--- config.mk ---
export PLATFORM = sky130hd
export DESIGN_NAME = lru_move_to_front_cache
export DESIGN_NICKNAME = d
export VERILOG_FILES = /design/src/rtl/lmtf_pkg.sv /design/src/rtl/lmtf_cell.sv /design/src/rtl/lru_move_to_front_cache.sv
export SDC_FILE = /design/constraint.sdc
export NUM_CORES = 1
export LEC_CHECK = 0
export ABC_CLOCK_PERIOD_IN_PS = 7750
export BUFFER_PORTS_ARGS = -buffer_cell sky130_fd_sc_hd__buf_2
export CORE_MARGIN = 1.5
export CORE_UTILIZATION = 55
export DETAILED_ROUTE_END_ITERATION = 10
export PLACE_DENSITY = 0.73
export SLEW_MARGIN = 0
export SYNTH_ARGS = -nofsm -noshare
export SYNTH_HDL_FRONTEND = slang
export SYNTH_SLANG_ARGS = --single-unit
--- constraint.sdc ---
create_clock -name i_clk -period 7.75 [get_ports i_clk]
set_clock_uncertainty 0.15 [all_clocks]
set_input_delay 1.55 -clock i_clk [delete_from_list [all_inputs] [get_ports i_clk]]
set_output_delay 1.55 -clock i_clk [all_outputs]
set_load 0.01 [all_outputs]
--- src/rtl/lmtf_pkg.sv ---
// shared constants and types for the move-to-front key store
`default_nettype none

package lmtf_pkg;

    localparam int DEPTH_DEF    = 8;
    localparam int KEY_BITS_DEF = 32;

    localparam int          CAP_W     = 4;
    localparam logic [3:0]  CAP_RESET = 4'd8;
    localparam int          HP_W      = 3;
    localparam int          OCC_W     = 4;

    localparam int USER_W     = 2;
    localparam int USER_HIT   = 0;
    localparam int USER_EVICT = 1;

    typedef struct packed {
        logic valid;
        logic shift;
    } t_cell_ctl;

    typedef struct packed {
        logic found;
        logic first;
    } t_cell_stat;

endpackage

`default_nettype wire

--- src/rtl/lmtf_cell.sv ---
// one entry of the recency list: key register, compare and shift
`default_nettype none

module lmtf_cell
    import lmtf_pkg::*;
#(
    parameter int KEY_BITS = KEY_BITS_DEF
) (
    input  wire                 i_clk,
    input  wire  [KEY_BITS-1:0] i_key,
    input  wire  [KEY_BITS-1:0] i_prev_key,
    input  wire                 i_found,
    input  t_cell_ctl           i_ctl,
    output t_cell_stat          o_stat,
    output logic [KEY_BITS-1:0] o_key
);

    logic [KEY_BITS-1:0] r_key;
    logic                w_match;

    assign w_match      = i_ctl.valid && (r_key == i_key);
    assign o_stat.first = w_match && !i_found;
    assign o_stat.found = w_match || i_found;
    assign o_key        = r_key;

    always_ff @(posedge i_clk) begin
        if (i_ctl.shift) begin
            r_key <= i_prev_key;
        end
    end

endmodule

`default_nettype wire

--- src/rtl/lru_move_to_front_cache.sv ---
// top level of the move-to-front lru key store
// usage:
//   s_axis carries one key per word in tdata (key in the low bits).
//   m_axis returns one result word per key: tuser[0] hit, tuser[1] evicted;
//   tdata holds hit position, evicted key and occupancy after the access.
//   i_cfg_we/i_cfg_wdata write the capacity in use (0 acts as 1, values
//   above DEPTH act as DEPTH); write it only while no word is in flight.
// timing:
//   one key is taken per cycle while m_axis is not stalled; its result is
//   registered and shows on m_axis the cycle after acceptance. The row of
//   cells compares all entries in parallel and shifts the list in that same
//   cycle, through the compare, first-match chain and shift mux.
// reset:
//   the list is emptied (occupancy 0) and the capacity returns to 8;
//   stored keys are not cleared, entries beyond occupancy are never read.
// stall:
//   while a result waits on m_axis, s_axis_tready stays low unless the
//   result is taken in the same cycle; nothing is dropped.
`default_nettype none

module lru_move_to_front_cache
    import lmtf_pkg::*;
#(
    parameter int DEPTH    = DEPTH_DEF,
    parameter int KEY_BITS = KEY_BITS_DEF,
    localparam int IN_DW   = ((KEY_BITS + 7) / 8) * 8,
    localparam int OUT_DW  = ((HP_W + KEY_BITS + OCC_W + 7) / 8) * 8
) (
    input  wire                i_clk,
    input  wire                i_rst_n,
    input  wire                i_cfg_we,
    input  wire  [CAP_W-1:0]   i_cfg_wdata,
    input  wire                i_s_axis_tvalid,
    output logic               o_s_axis_tready,
    input  wire  [IN_DW-1:0]   i_s_axis_tdata,  // key
    output logic               o_m_axis_tvalid,
    input  wire                i_m_axis_tready,
    output logic [OUT_DW-1:0]  o_m_axis_tdata,  // hit_position, evicted_key, occupancy
    output logic [USER_W-1:0]  o_m_axis_tuser   // hit, evicted
);

    localparam int IDX_W = $clog2(DEPTH);
    localparam int CNT_W = $clog2(DEPTH + 1);
    localparam int CMP_W = (CNT_W > CAP_W) ? CNT_W : CAP_W;

    logic [CAP_W-1:0]    r_cap;
    logic [CNT_W-1:0]    r_count, n_count;
    logic                r_out_valid;
    logic                r_hit, r_evict;
    logic [HP_W-1:0]     r_hit_pos;
    logic [KEY_BITS-1:0] r_ev_key;
    logic [OCC_W-1:0]    r_occ;

    logic [KEY_BITS-1:0] w_key;
    logic                w_accept;
    logic [CMP_W-1:0]    w_cap_ext;
    logic [CNT_W-1:0]    w_eff_cap;
    logic                w_hit, w_full, w_evict;
    logic [IDX_W-1:0]    w_hit_idx, w_pos, w_ev_idx;
    logic [KEY_BITS-1:0] w_ev_key;

    t_cell_ctl           w_ctl  [DEPTH];
    t_cell_stat          w_stat [DEPTH];
    logic [KEY_BITS-1:0] w_cell_key [DEPTH];

    assign w_key           = i_s_axis_tdata[KEY_BITS-1:0];
    assign o_s_axis_tready = !r_out_valid || i_m_axis_tready;
    assign w_accept        = i_s_axis_tvalid && o_s_axis_tready;

    // effective capacity
    always_comb begin
        w_cap_ext = CMP_W'(r_cap);
        if (w_cap_ext == '0) begin
            w_eff_cap = CNT_W'(1);
        end else if (w_cap_ext > CMP_W'(DEPTH)) begin
            w_eff_cap = CNT_W'(DEPTH);
        end else begin
            w_eff_cap = CNT_W'(w_cap_ext);
        end
    end

    assign w_hit    = w_stat[DEPTH-1].found;
    assign w_full   = r_count >= w_eff_cap;
    assign w_evict  = !w_hit && w_full;
    assign w_ev_idx = IDX_W'(w_eff_cap - CNT_W'(1));

    always_comb begin
        w_hit_idx = '0;
        w_ev_key  = '0;
        for (int i = 0; i < DEPTH; i++) begin
            if (w_stat[i].first) begin
                w_hit_idx = w_hit_idx | IDX_W'(i);
            end
            if (w_ev_idx == IDX_W'(i)) begin
                w_ev_key = w_ev_key | w_cell_key[i];
            end
        end
        if (!w_evict) begin
            w_ev_key = '0;
        end
    end

    always_comb begin
        if (w_hit) begin
            w_pos   = w_hit_idx;
            n_count = r_count;
        end else if (!w_full) begin
            w_pos   = IDX_W'(r_count);
            n_count = r_count + CNT_W'(1);
        end else begin
            w_pos   = w_ev_idx;
            n_count = w_eff_cap;
        end
    end

    // row of cells, cell 0 is most recent
    for (genvar g = 0; g < DEPTH; g++) begin : g_cell
        assign w_ctl[g].valid = CNT_W'(g) < r_count;
        assign w_ctl[g].shift = w_accept && (IDX_W'(g) <= w_pos);

        if (g == 0) begin : g_head
            lmtf_cell #(.KEY_BITS(KEY_BITS)) u_cell (
                .i_clk      (i_clk),
                .i_key      (w_key),
                .i_prev_key (w_key),
                .i_found    (1'b0),
                .i_ctl      (w_ctl[g]),
                .o_stat     (w_stat[g]),
                .o_key      (w_cell_key[g])
            );
        end else begin : g_body
            lmtf_cell #(.KEY_BITS(KEY_BITS)) u_cell (
                .i_clk      (i_clk),
                .i_key      (w_key),
                .i_prev_key (w_cell_key[g-1]),
                .i_found    (w_stat[g-1].found),
                .i_ctl      (w_ctl[g]),
                .o_stat     (w_stat[g]),
                .o_key      (w_cell_key[g])
            );
        end
    end

    always_ff @(posedge i_clk) begin
        if (!i_rst_n) begin
            r_cap       <= CAP_RESET;
            r_count     <= '0;
            r_out_valid <= 1'b0;
        end else begin
            if (i_cfg_we) begin
                r_cap <= i_cfg_wdata;
            end
            if (w_accept) begin
                r_count     <= n_count;
                r_out_valid <= 1'b1;
            end else if (i_m_axis_tready) begin
                r_out_valid <= 1'b0;
            end
        end
    end

    // result register
    always_ff @(posedge i_clk) begin
        if (w_accept) begin
            r_hit     <= w_hit;
            r_hit_pos <= w_hit ? HP_W'(w_hit_idx) : '0;
            r_evict   <= w_evict;
            r_ev_key  <= w_ev_key;
            r_occ     <= OCC_W'(n_count);
        end
    end

    assign o_m_axis_tvalid            = r_out_valid;
    assign o_m_axis_tuser[USER_HIT]   = r_hit;
    assign o_m_axis_tuser[USER_EVICT] = r_evict;
    assign o_m_axis_tdata = OUT_DW'({r_occ, r_ev_key, r_hit_pos});

endmodule

`default_nettype wire

==> implementation parameters, run 1 <==
Parameter                              Value

Synth
  Post-synthesis instance total ... around 1,000
  Synth Area in Compound Gates ... 0.103
  Number of nets produced by synthesis ... 1,060
  Number of unique standard cell types used by synthesis ... between 50 and 60
  Largest area contributor in the synthesized netlist ... sky130_fd_sc_hd__edfxtp_1
  Area share of the leading cell type in the synthesized netlist ... 0.620
  Synthesized area per cell ... 14.3 um2
  Post-synthesis mux area share ... 0.00678
  Post-synthesis sequential area ratio ... 0.632
  Count of warnings emitted by yosys ... 0
  Commonest cells post-synth ... sky130_fd_sc_hd__edfxtp_1 (297), sky130_fd_sc_hd__xnor2_1 (148), sky130_fd_sc_hd__xor2_1 (109)
  Syn Std Cell Area ... between 10,000 and 15,000 um2
  Count of flip-flops with a built-in enable after synthesis ... between 200 and 300
  Synthesized-area fraction occupied by adder cells ... 0.00956
  Number of synthesized register bits ... 306
  Asr flop ratio synth ... 0
  Most instantiated flip-flop cell in the synthesis netlist ... sky130_fd_sc_hd__edfxtp_1
  Largest family of logic cells by synthesized area ... XOR/XNOR gates
  Most instantiated library cell after synthesis ... sky130_fd_sc_hd__edfxtp_1
  Xor-xnor portion of the synthesized cell area ... 0.156
  Top post-synthesis cells by area ... sky130_fd_sc_hd__edfxtp_1 (62%), sky130_fd_sc_hd__xnor2_1 (9.0%), sky130_fd_sc_hd__xor2_1 (6.6%)
  Simple-gate share of the synthesized area ... 0.0567

Worst setup path
  CP arrival ... between 5 and 6 ns
  Worst setup endpoint ... g_cell[3].g_body.u_cell.o_key[19]
  Worst reg-to-reg path cell count ... 14
  Buf/Inv on CP ... 2
  Crit path max-delay cell type ... sky130_fd_sc_hd__a311oi_4
  Worst R2R End ... g_cell[3].g_body.u_cell.o_key[19]
  Setup slack, reg-to-reg ... ~3.1 ns
  Worst setup path startpoint ... i_s_axis_tdata[0]
  Required time of the critical path ... 7.82 ns
  Worst setup path category ... primary input to flip-flop
  Cell breakdown of the critical path ... buf_2, xor2_1, nor4_1, nand4_1, or3_1, o2111a_2, a31oi_1, o21bai_1, and2_4, a311oi_4, buf_12
  Sort of element at the start of the critical path ... primary input
  R2r startpoint ... r_cap[1]
  Critical path depth ... 11
  Worst setup EP type ... flip-flop
  Family with the most delay on the worst path ... compound AO/OA/AOI/OAI gates
  Worst stage delay on the critical path ... ~0.84 ns
  Highest fanout seen on the critical path ... 20

CTS
  CTS sink cnt ... 306
  Maximum number of buffers from clock root to sink ... 3
  Cell at the root of the clock tree ... sky130_fd_sc_hd__clkbuf_16
  Post-CTS setup buffers ... 0
  Number of hold buffers added after CTS ... 0
  Clock transition time at the flip-flop clock pins of the worst setup and hold paths ... 0.06 ns
  Quantity of gates resized following cts ... 0
  Num CTS Buffers ... 34
  TritonCTS clock tree ... yes
  Clock network latency to the later pin of the worst-skew pair ... 0.53 ns
  Maximum level of the CTS H-tree ... 2

Power
  Clk network pwr share ... 0.365
  Ratio of total power to cell area ... between 200 and 300 nW/um2
  Total design power ... 4210 uW
  Maximum resistive drop on vdd ... ~220 uV
  Switching power as a share of total power ... 0.269
  Cell-internal power ... a little over 3000 uW
  Switching power summed over all nets ... 1130 uW
  Sequential share of power ... 0.500
  Static leakage power ... between 0.005 and 0.006 uW
  Fraction of power consumed by combinational cells ... 0.135

STA
  Headroom to the max-slew limit ... 0.342
  RSZ-0062 raised after global routing ... false
  Portion of the clock cycle consumed by the worst path in the final layout ... 0.654
  Final Hold Fails ... 0
  Min Tclk post-route ... 5.07 ns
  Endpoints failing setup ... 0
  Total negative setup slack ... 0 ns
  Maximum operating frequency ... roughly 200 MHz
  Final Max Tran Viols ... 0
  Slew @ Worst Pin ... a little under 1 ns

Die
  Initial Util ... 0.557
  Total Die Area ... ~27,000 um2
  Number of top-level pins ... 85
  Chip height ... between 150 and 200 um
  # rows ... between 50 and 60
  Die Span X ... 165 um
  Core area ... 25,800 um2

Routing
  Wirelength per Cell ... 30.1 um
  Antenna viol nets, final ... 0
  Detailed router's first-iteration violation count ... about 1,500
  Detailed-route DRC error count ... 0
  Vias per inst ... 6.80
  Routed wire length ... 43,100 um
  Count of vias placed by the detailed router ... between 9,000 and 10,000
  Drt first pass iters ... 6

Global route
  Largest net degree at the start of global routing ... 57
  Vias in the first global route ... 9,249
  Total congestion overflow ... 0
  Overall track demand over capacity in global routing ... 0.327
  Antenna violations before repair ... 2
  First-pass GRT wire length ... 62,800 um

Min path
  Start point of the worst hold path ... g_cell[1].g_body.u_cell.o_key[19]
  Class of the most critical hold timing path ... flip-flop to flip-flop

Cells and area
  NumNets Final ... about 1,100
  Final instance area ... about 16,000 um2
  Fillers ... roughly 2,000
  Relative area change from synthesis to final layout ... 11.4%
  Fraction of final layout cells sized beyond drive strength 1 ... 0.154
  Combined area of the multi-input logic cells ... 4880 um2
  Reg area ... between 9000 and 10,000 um2

Placed design
  HPWL after DPL ... around 29,000 um
  Routability-driven placement congestion ratio ... around 0.99
  Total of buffers placed on input and output ports ... 83
  Instance area at placement ... approximately 15,000 um2

Job
  Number of maximum-capacitance constraint violations ... 0

Outcome
  Outcome ... complete, no violations
## final cells by class
cell class | count | area share
Antenna cell | 1 | 0.000156
Clock buffer | 47 | 0.0601
Clock inverter | 8 | 0.00398
Inverter | 13 | 0.00312
Multi-Input combinational cell | 619 | 0.304
Sequential cell | 306 | 0.568
Tap cell | 335 | 0.0261
Timing Repair Buffer | 100 | 0.0347
## how the worst min path moves through the flow
stage	endpoint	cells past startpoint
floorplan	r_cap[0]	2
global placement	g_cell[3].g_body.u_cell.o_key[26]	0
detailed placement	g_cell[3].g_body.u_cell.o_key[11]	0
CTS	g_cell[2].g_body.u_cell.o_key[19]	0
global route	g_cell[4].g_body.u_cell.o_key[8]	0
finish	g_cell[2].g_body.u_cell.o_key[19]	0
## placed cells by master (no fill, tap or decap), types with 8 or more instances in the layout
| master | n |
|---|---|
| sky130_fd_sc_hd__nand4_1 | 39 |
| sky130_fd_sc_hd__ha_1 | 11 |
| sky130_fd_sc_hd__a221oi_1 | 27 |
| sky130_fd_sc_hd__clkbuf_16 | 37 |
| sky130_fd_sc_hd__edfxtp_1 | 297 |
| sky130_fd_sc_hd__clkbuf_1 | 10 |
| sky130_fd_sc_hd__buf_4 | 16 |
| sky130_fd_sc_hd__o21ai_0 | 9 |
| sky130_fd_sc_hd__dfxtp_1 | 9 |
| sky130_fd_sc_hd__a22oi_1 | 65 |
| sky130_fd_sc_hd__a31oi_1 | 34 |
| sky130_fd_sc_hd__inv_1 | 12 |
| sky130_fd_sc_hd__nor2_1 | 20 |
| sky130_fd_sc_hd__xnor2_1 | 148 |
| sky130_fd_sc_hd__a22o_1 | 27 |
| sky130_fd_sc_hd__buf_2 | 83 |
| sky130_fd_sc_hd__nand2_1 | 16 |
| sky130_fd_sc_hd__nor4_1 | 31 |
| sky130_fd_sc_hd__xor2_1 | 109 |
| sky130_fd_sc_hd__nor3_1 | 8 |
## cell families after synthesis
kind of cell | count (synthesis)
and+or+nand+nor | 145
muxes | 9
adders and majority gates | 11
buffers and inverters | 83
AOI/OAI and AO/OA | 196
DFF | 306
other | 1
xor gates and xnor gates | 257
## state kept, by name, indices dropped and copies added, names as in the netlist
register and count:
g_cell.g_body.u_cell.o_key 224, g_cell.g_head.u_cell.o_key 32, r_ev_key 32, r_cap 4, r_count 4, r_occ 4
r_hit_pos 3, o_m_axis_tvalid 1, r_evict 1, r_hit 1
## per-layer routing
layer,part of all wire,track usage,wire [um],vias to the layer above
met3,0.13,0.0668,5690,143
met4,0.049,0.140,2100,0
met5,0,0,0,-
met2,0.44,0.486,19000,809
met1,0.38,0.468,16300,4760
li1,-,-,-,3999
## power by group through the flow
stage,combinational (uW),clock (uW),sequential (uW)
floorplan,333,0,2120
global placement,548,0,2130
detailed placement,551,0,2130
CTS,556,1540,2100
global route,590,1600,2120
finish,567,1530,2100
## stage by stage
stage               worst slack (ns)  cells  utilization  hold WS, ns
floorplan                       1.35   1008            -        0.311
global placement                2.39   1373        0.581        0.327
detailed placement              2.26   1373        0.581        0.334
CTS                             2.77   1428        0.620        0.344
global route                    2.61   1428        0.620        0.360
finish                          2.68   1429        0.620        0.342
No activity file was read; power rests on OpenSTA's default activity.
==> run 2, diff against run 1 <==
ABC_CLOCK_PERIOD_IN_PS = 4700   (was 7750)
clock period = 4.7 ns   (was 7.75 ns; I/O delays follow)
==> run 2 against run 1 <==
  * Routed wire length grew 1.5%
  * Clock-buffer cell count shrank 5
  * Power grew 66%
  * Largest power group unchanged
==> implementation parameters, run 2 (same netlist as run 1, synthesis figures left out) <==
Parameter                              Value

Outcome
  Outcome ... complete, no violations

Global route
  Total congestion overflow ... 0
  First-pass GRT wire length ... between 60,000 and 70,000 um
  Antenna violations before repair ... 1
  Largest net degree at the start of global routing ... 48
  Vias in the first global route ... between 9,000 and 10,000
  Overall track demand over capacity in global routing ... 0.329

Routing
  Detailed-route DRC error count ... 0
  Detailed router's first-iteration violation count ... approximately 1,500
  Count of vias placed by the detailed router ... just under 10,000
  Routed wire length ... 43,700 um
  Vias per inst ... 6.69
  Wirelength per Cell ... between 30 and 40 um
  Antenna viol nets, final ... 0
  Drt first pass iters ... 6

Cells and area
  NumNets Final ... ~1,100
  Leading cell type in the layout, fill and taps excluded ... sky130_fd_sc_hd__edfxtp_1
  Most used cells in the layout excluding fill and tap cells ... sky130_fd_sc_hd__edfxtp_1 (297), sky130_fd_sc_hd__xnor2_1 (148), sky130_fd_sc_hd__xor2_1 (109)
  Flip-flop count of the largest register, all copies and words added ... approximately 220
  Fraction of final layout cells sized beyond drive strength 1 ... 0.166
  Relative area change from synthesis to final layout ... 12.7%

Power
  Clk network pwr share ... 0.363
  Ratio of total power to cell area ... between 400 and 500 nW/um2
  Sequential share of power ... 0.496
  Maximum resistive drop on vdd ... around 280 uV
  Static leakage power ... 0.00538 uW
  Total design power ... ~7000 uW
  Fraction of power consumed by combinational cells ... 0.141
  Switching power summed over all nets ... about 1900 uW
  Switching power as a share of total power ... 0.272
  Cell-internal power ... 5090 uW

Worst setup path
  Sort of element at the start of the critical path ... flip-flop
  Worst setup EP type ... flip-flop
  Cell mode on critical path ... sky130_fd_sc_hd__nor2_1
  Worst setup path category ... flip-flop to flip-flop
  Family with the most delay on the worst path ... compound AO/OA/AOI/OAI gates
  Crit path max-delay cell type ... sky130_fd_sc_hd__a21oi_1
  Worst stage delay on the critical path ... roughly 0.63 ns
  Buf/Inv on CP ... 1
  CP arrival ... 3.98 ns
  Required time of the critical path ... roughly 4.7 ns
  Highest fanout seen on the critical path ... 32
  Cell breakdown of the critical path ... nor2_1, nor2_1, nor2_1, ha_1, nand2b_1, a21o_1, a21o_1, a21oi_1, nand2_1, a31oi_1, o21bai_1, and2_4, a311oi_4, buf_12

CTS
  Quantity of gates resized following cts ... 0
  Maximum number of buffers from clock root to sink ... 3
  CTS sink cnt ... roughly 300
  Number of hold buffers added after CTS ... 0
  Cell at the root of the clock tree ... sky130_fd_sc_hd__clkbuf_16
  Num CTS Buffers ... 34
  TritonCTS clock tree ... yes
  Post-CTS setup buffers ... 0
  Clock transition time at the flip-flop clock pins of the worst setup and hold paths ... 0.06 ns
  Maximum level of the CTS H-tree ... 2
  Clock network latency to the later pin of the worst-skew pair ... about 0.52 ns

Die
  # rows ... 59
  Initial Util ... 0.557
  Chip height ... about 160 um
  Core area ... approximately 26,000 um2
  Number of top-level pins ... 85
  Die Span X ... 165 um
  Total Die Area ... ~27,000 um2

STA
  Worst hold margin ... between 0.3 and 0.4 ns
  Final Max Tran Viols ... 0
  Final Hold Fails ... 0
  Slew @ Worst Pin ... 1.32 ns
  Maximum operating frequency ... 253 MHz
  Endpoints failing setup ... 0
  Portion of the clock cycle consumed by the worst path in the final layout ... 0.840
  Total negative setup slack ... 0 ns
  RSZ-0062 raised after global routing ... false
  Min Tclk post-route ... around 3.9 ns
  Headroom to the max-slew limit ... 0.123

Placed design
  Total of buffers placed on input and output ports ... a little over 80
  HPWL after DPL ... between 20,000 and 30,000 um
  Routability-driven placement congestion ratio ... approximately 1.1

Min path
  Class of the most critical hold timing path ... flip-flop to flip-flop

Job
  Number of maximum-capacitance constraint violations ... 0
==> run 2: layer usage <==
layer,track usage,share of wire,up-vias
li1,-,-,4037
met1,0.478,0.39,4733
met2,0.493,0.45,792
met3,0.0620,0.12,116
met4,0.127,0.044,0
met5,0,0,-
==> run 2: power groups by stage <==
stage | logic [uW] | clock network [uW] | registers [uW]
2_1_floorplan | 555 | 0 | 3480
3_3_place_gp | 950 | 0 | 3510
3_5_place_dp | 950 | 0 | 3510
4_1_cts | 957 | 2540 | 3460
5_1_grt | 1010 | 2640 | 3490
6_report | 982 | 2540 | 3470
==> run 2: final timing paths <==
kind,depth (start not counted),slack [ns],endpoint,start
setup / recovery,14,0.75,g_cell[3].g_body.u_cell.o_key[28],r_cap[1]
hold / removal,0,0.34,g_cell[6].g_body.u_cell.o_key[31],g_cell[5].g_body.u_cell.o_key[31]
setup reg to reg,14,0.75,g_cell[3].g_body.u_cell.o_key[28],r_cap[1]
hold reg to reg,0,0.34,g_cell[6].g_body.u_cell.o_key[31],g_cell[5].g_body.u_cell.o_key[31]
==> run 2: through the flow <==
step           area, um2  setup slack, ns   util  std cells
4_1_cts            16200            0.833  0.628       1445
3_5_place_dp       15200            0.550  0.587       1387
6_report           16200            0.754  0.628       1446
5_1_grt            16200            0.609  0.628       1446
2_1_floorplan      14400           0.0809      -       1008
3_3_place_gp       15200            0.563  0.587       1387
==> run 2: layout make-up <==
cell class | instances | area (um2)
clock buffer | 42 | 945
clock inverter | 16 | 100
fill | 1963 | 9610
timing repair buffer | 114 | 736
antenna | 1 | 2.50
tap | 335 | 419
multi-input combinational | 619 | 4870
inverter | 13 | 50.0
sequential | 306 | 9100
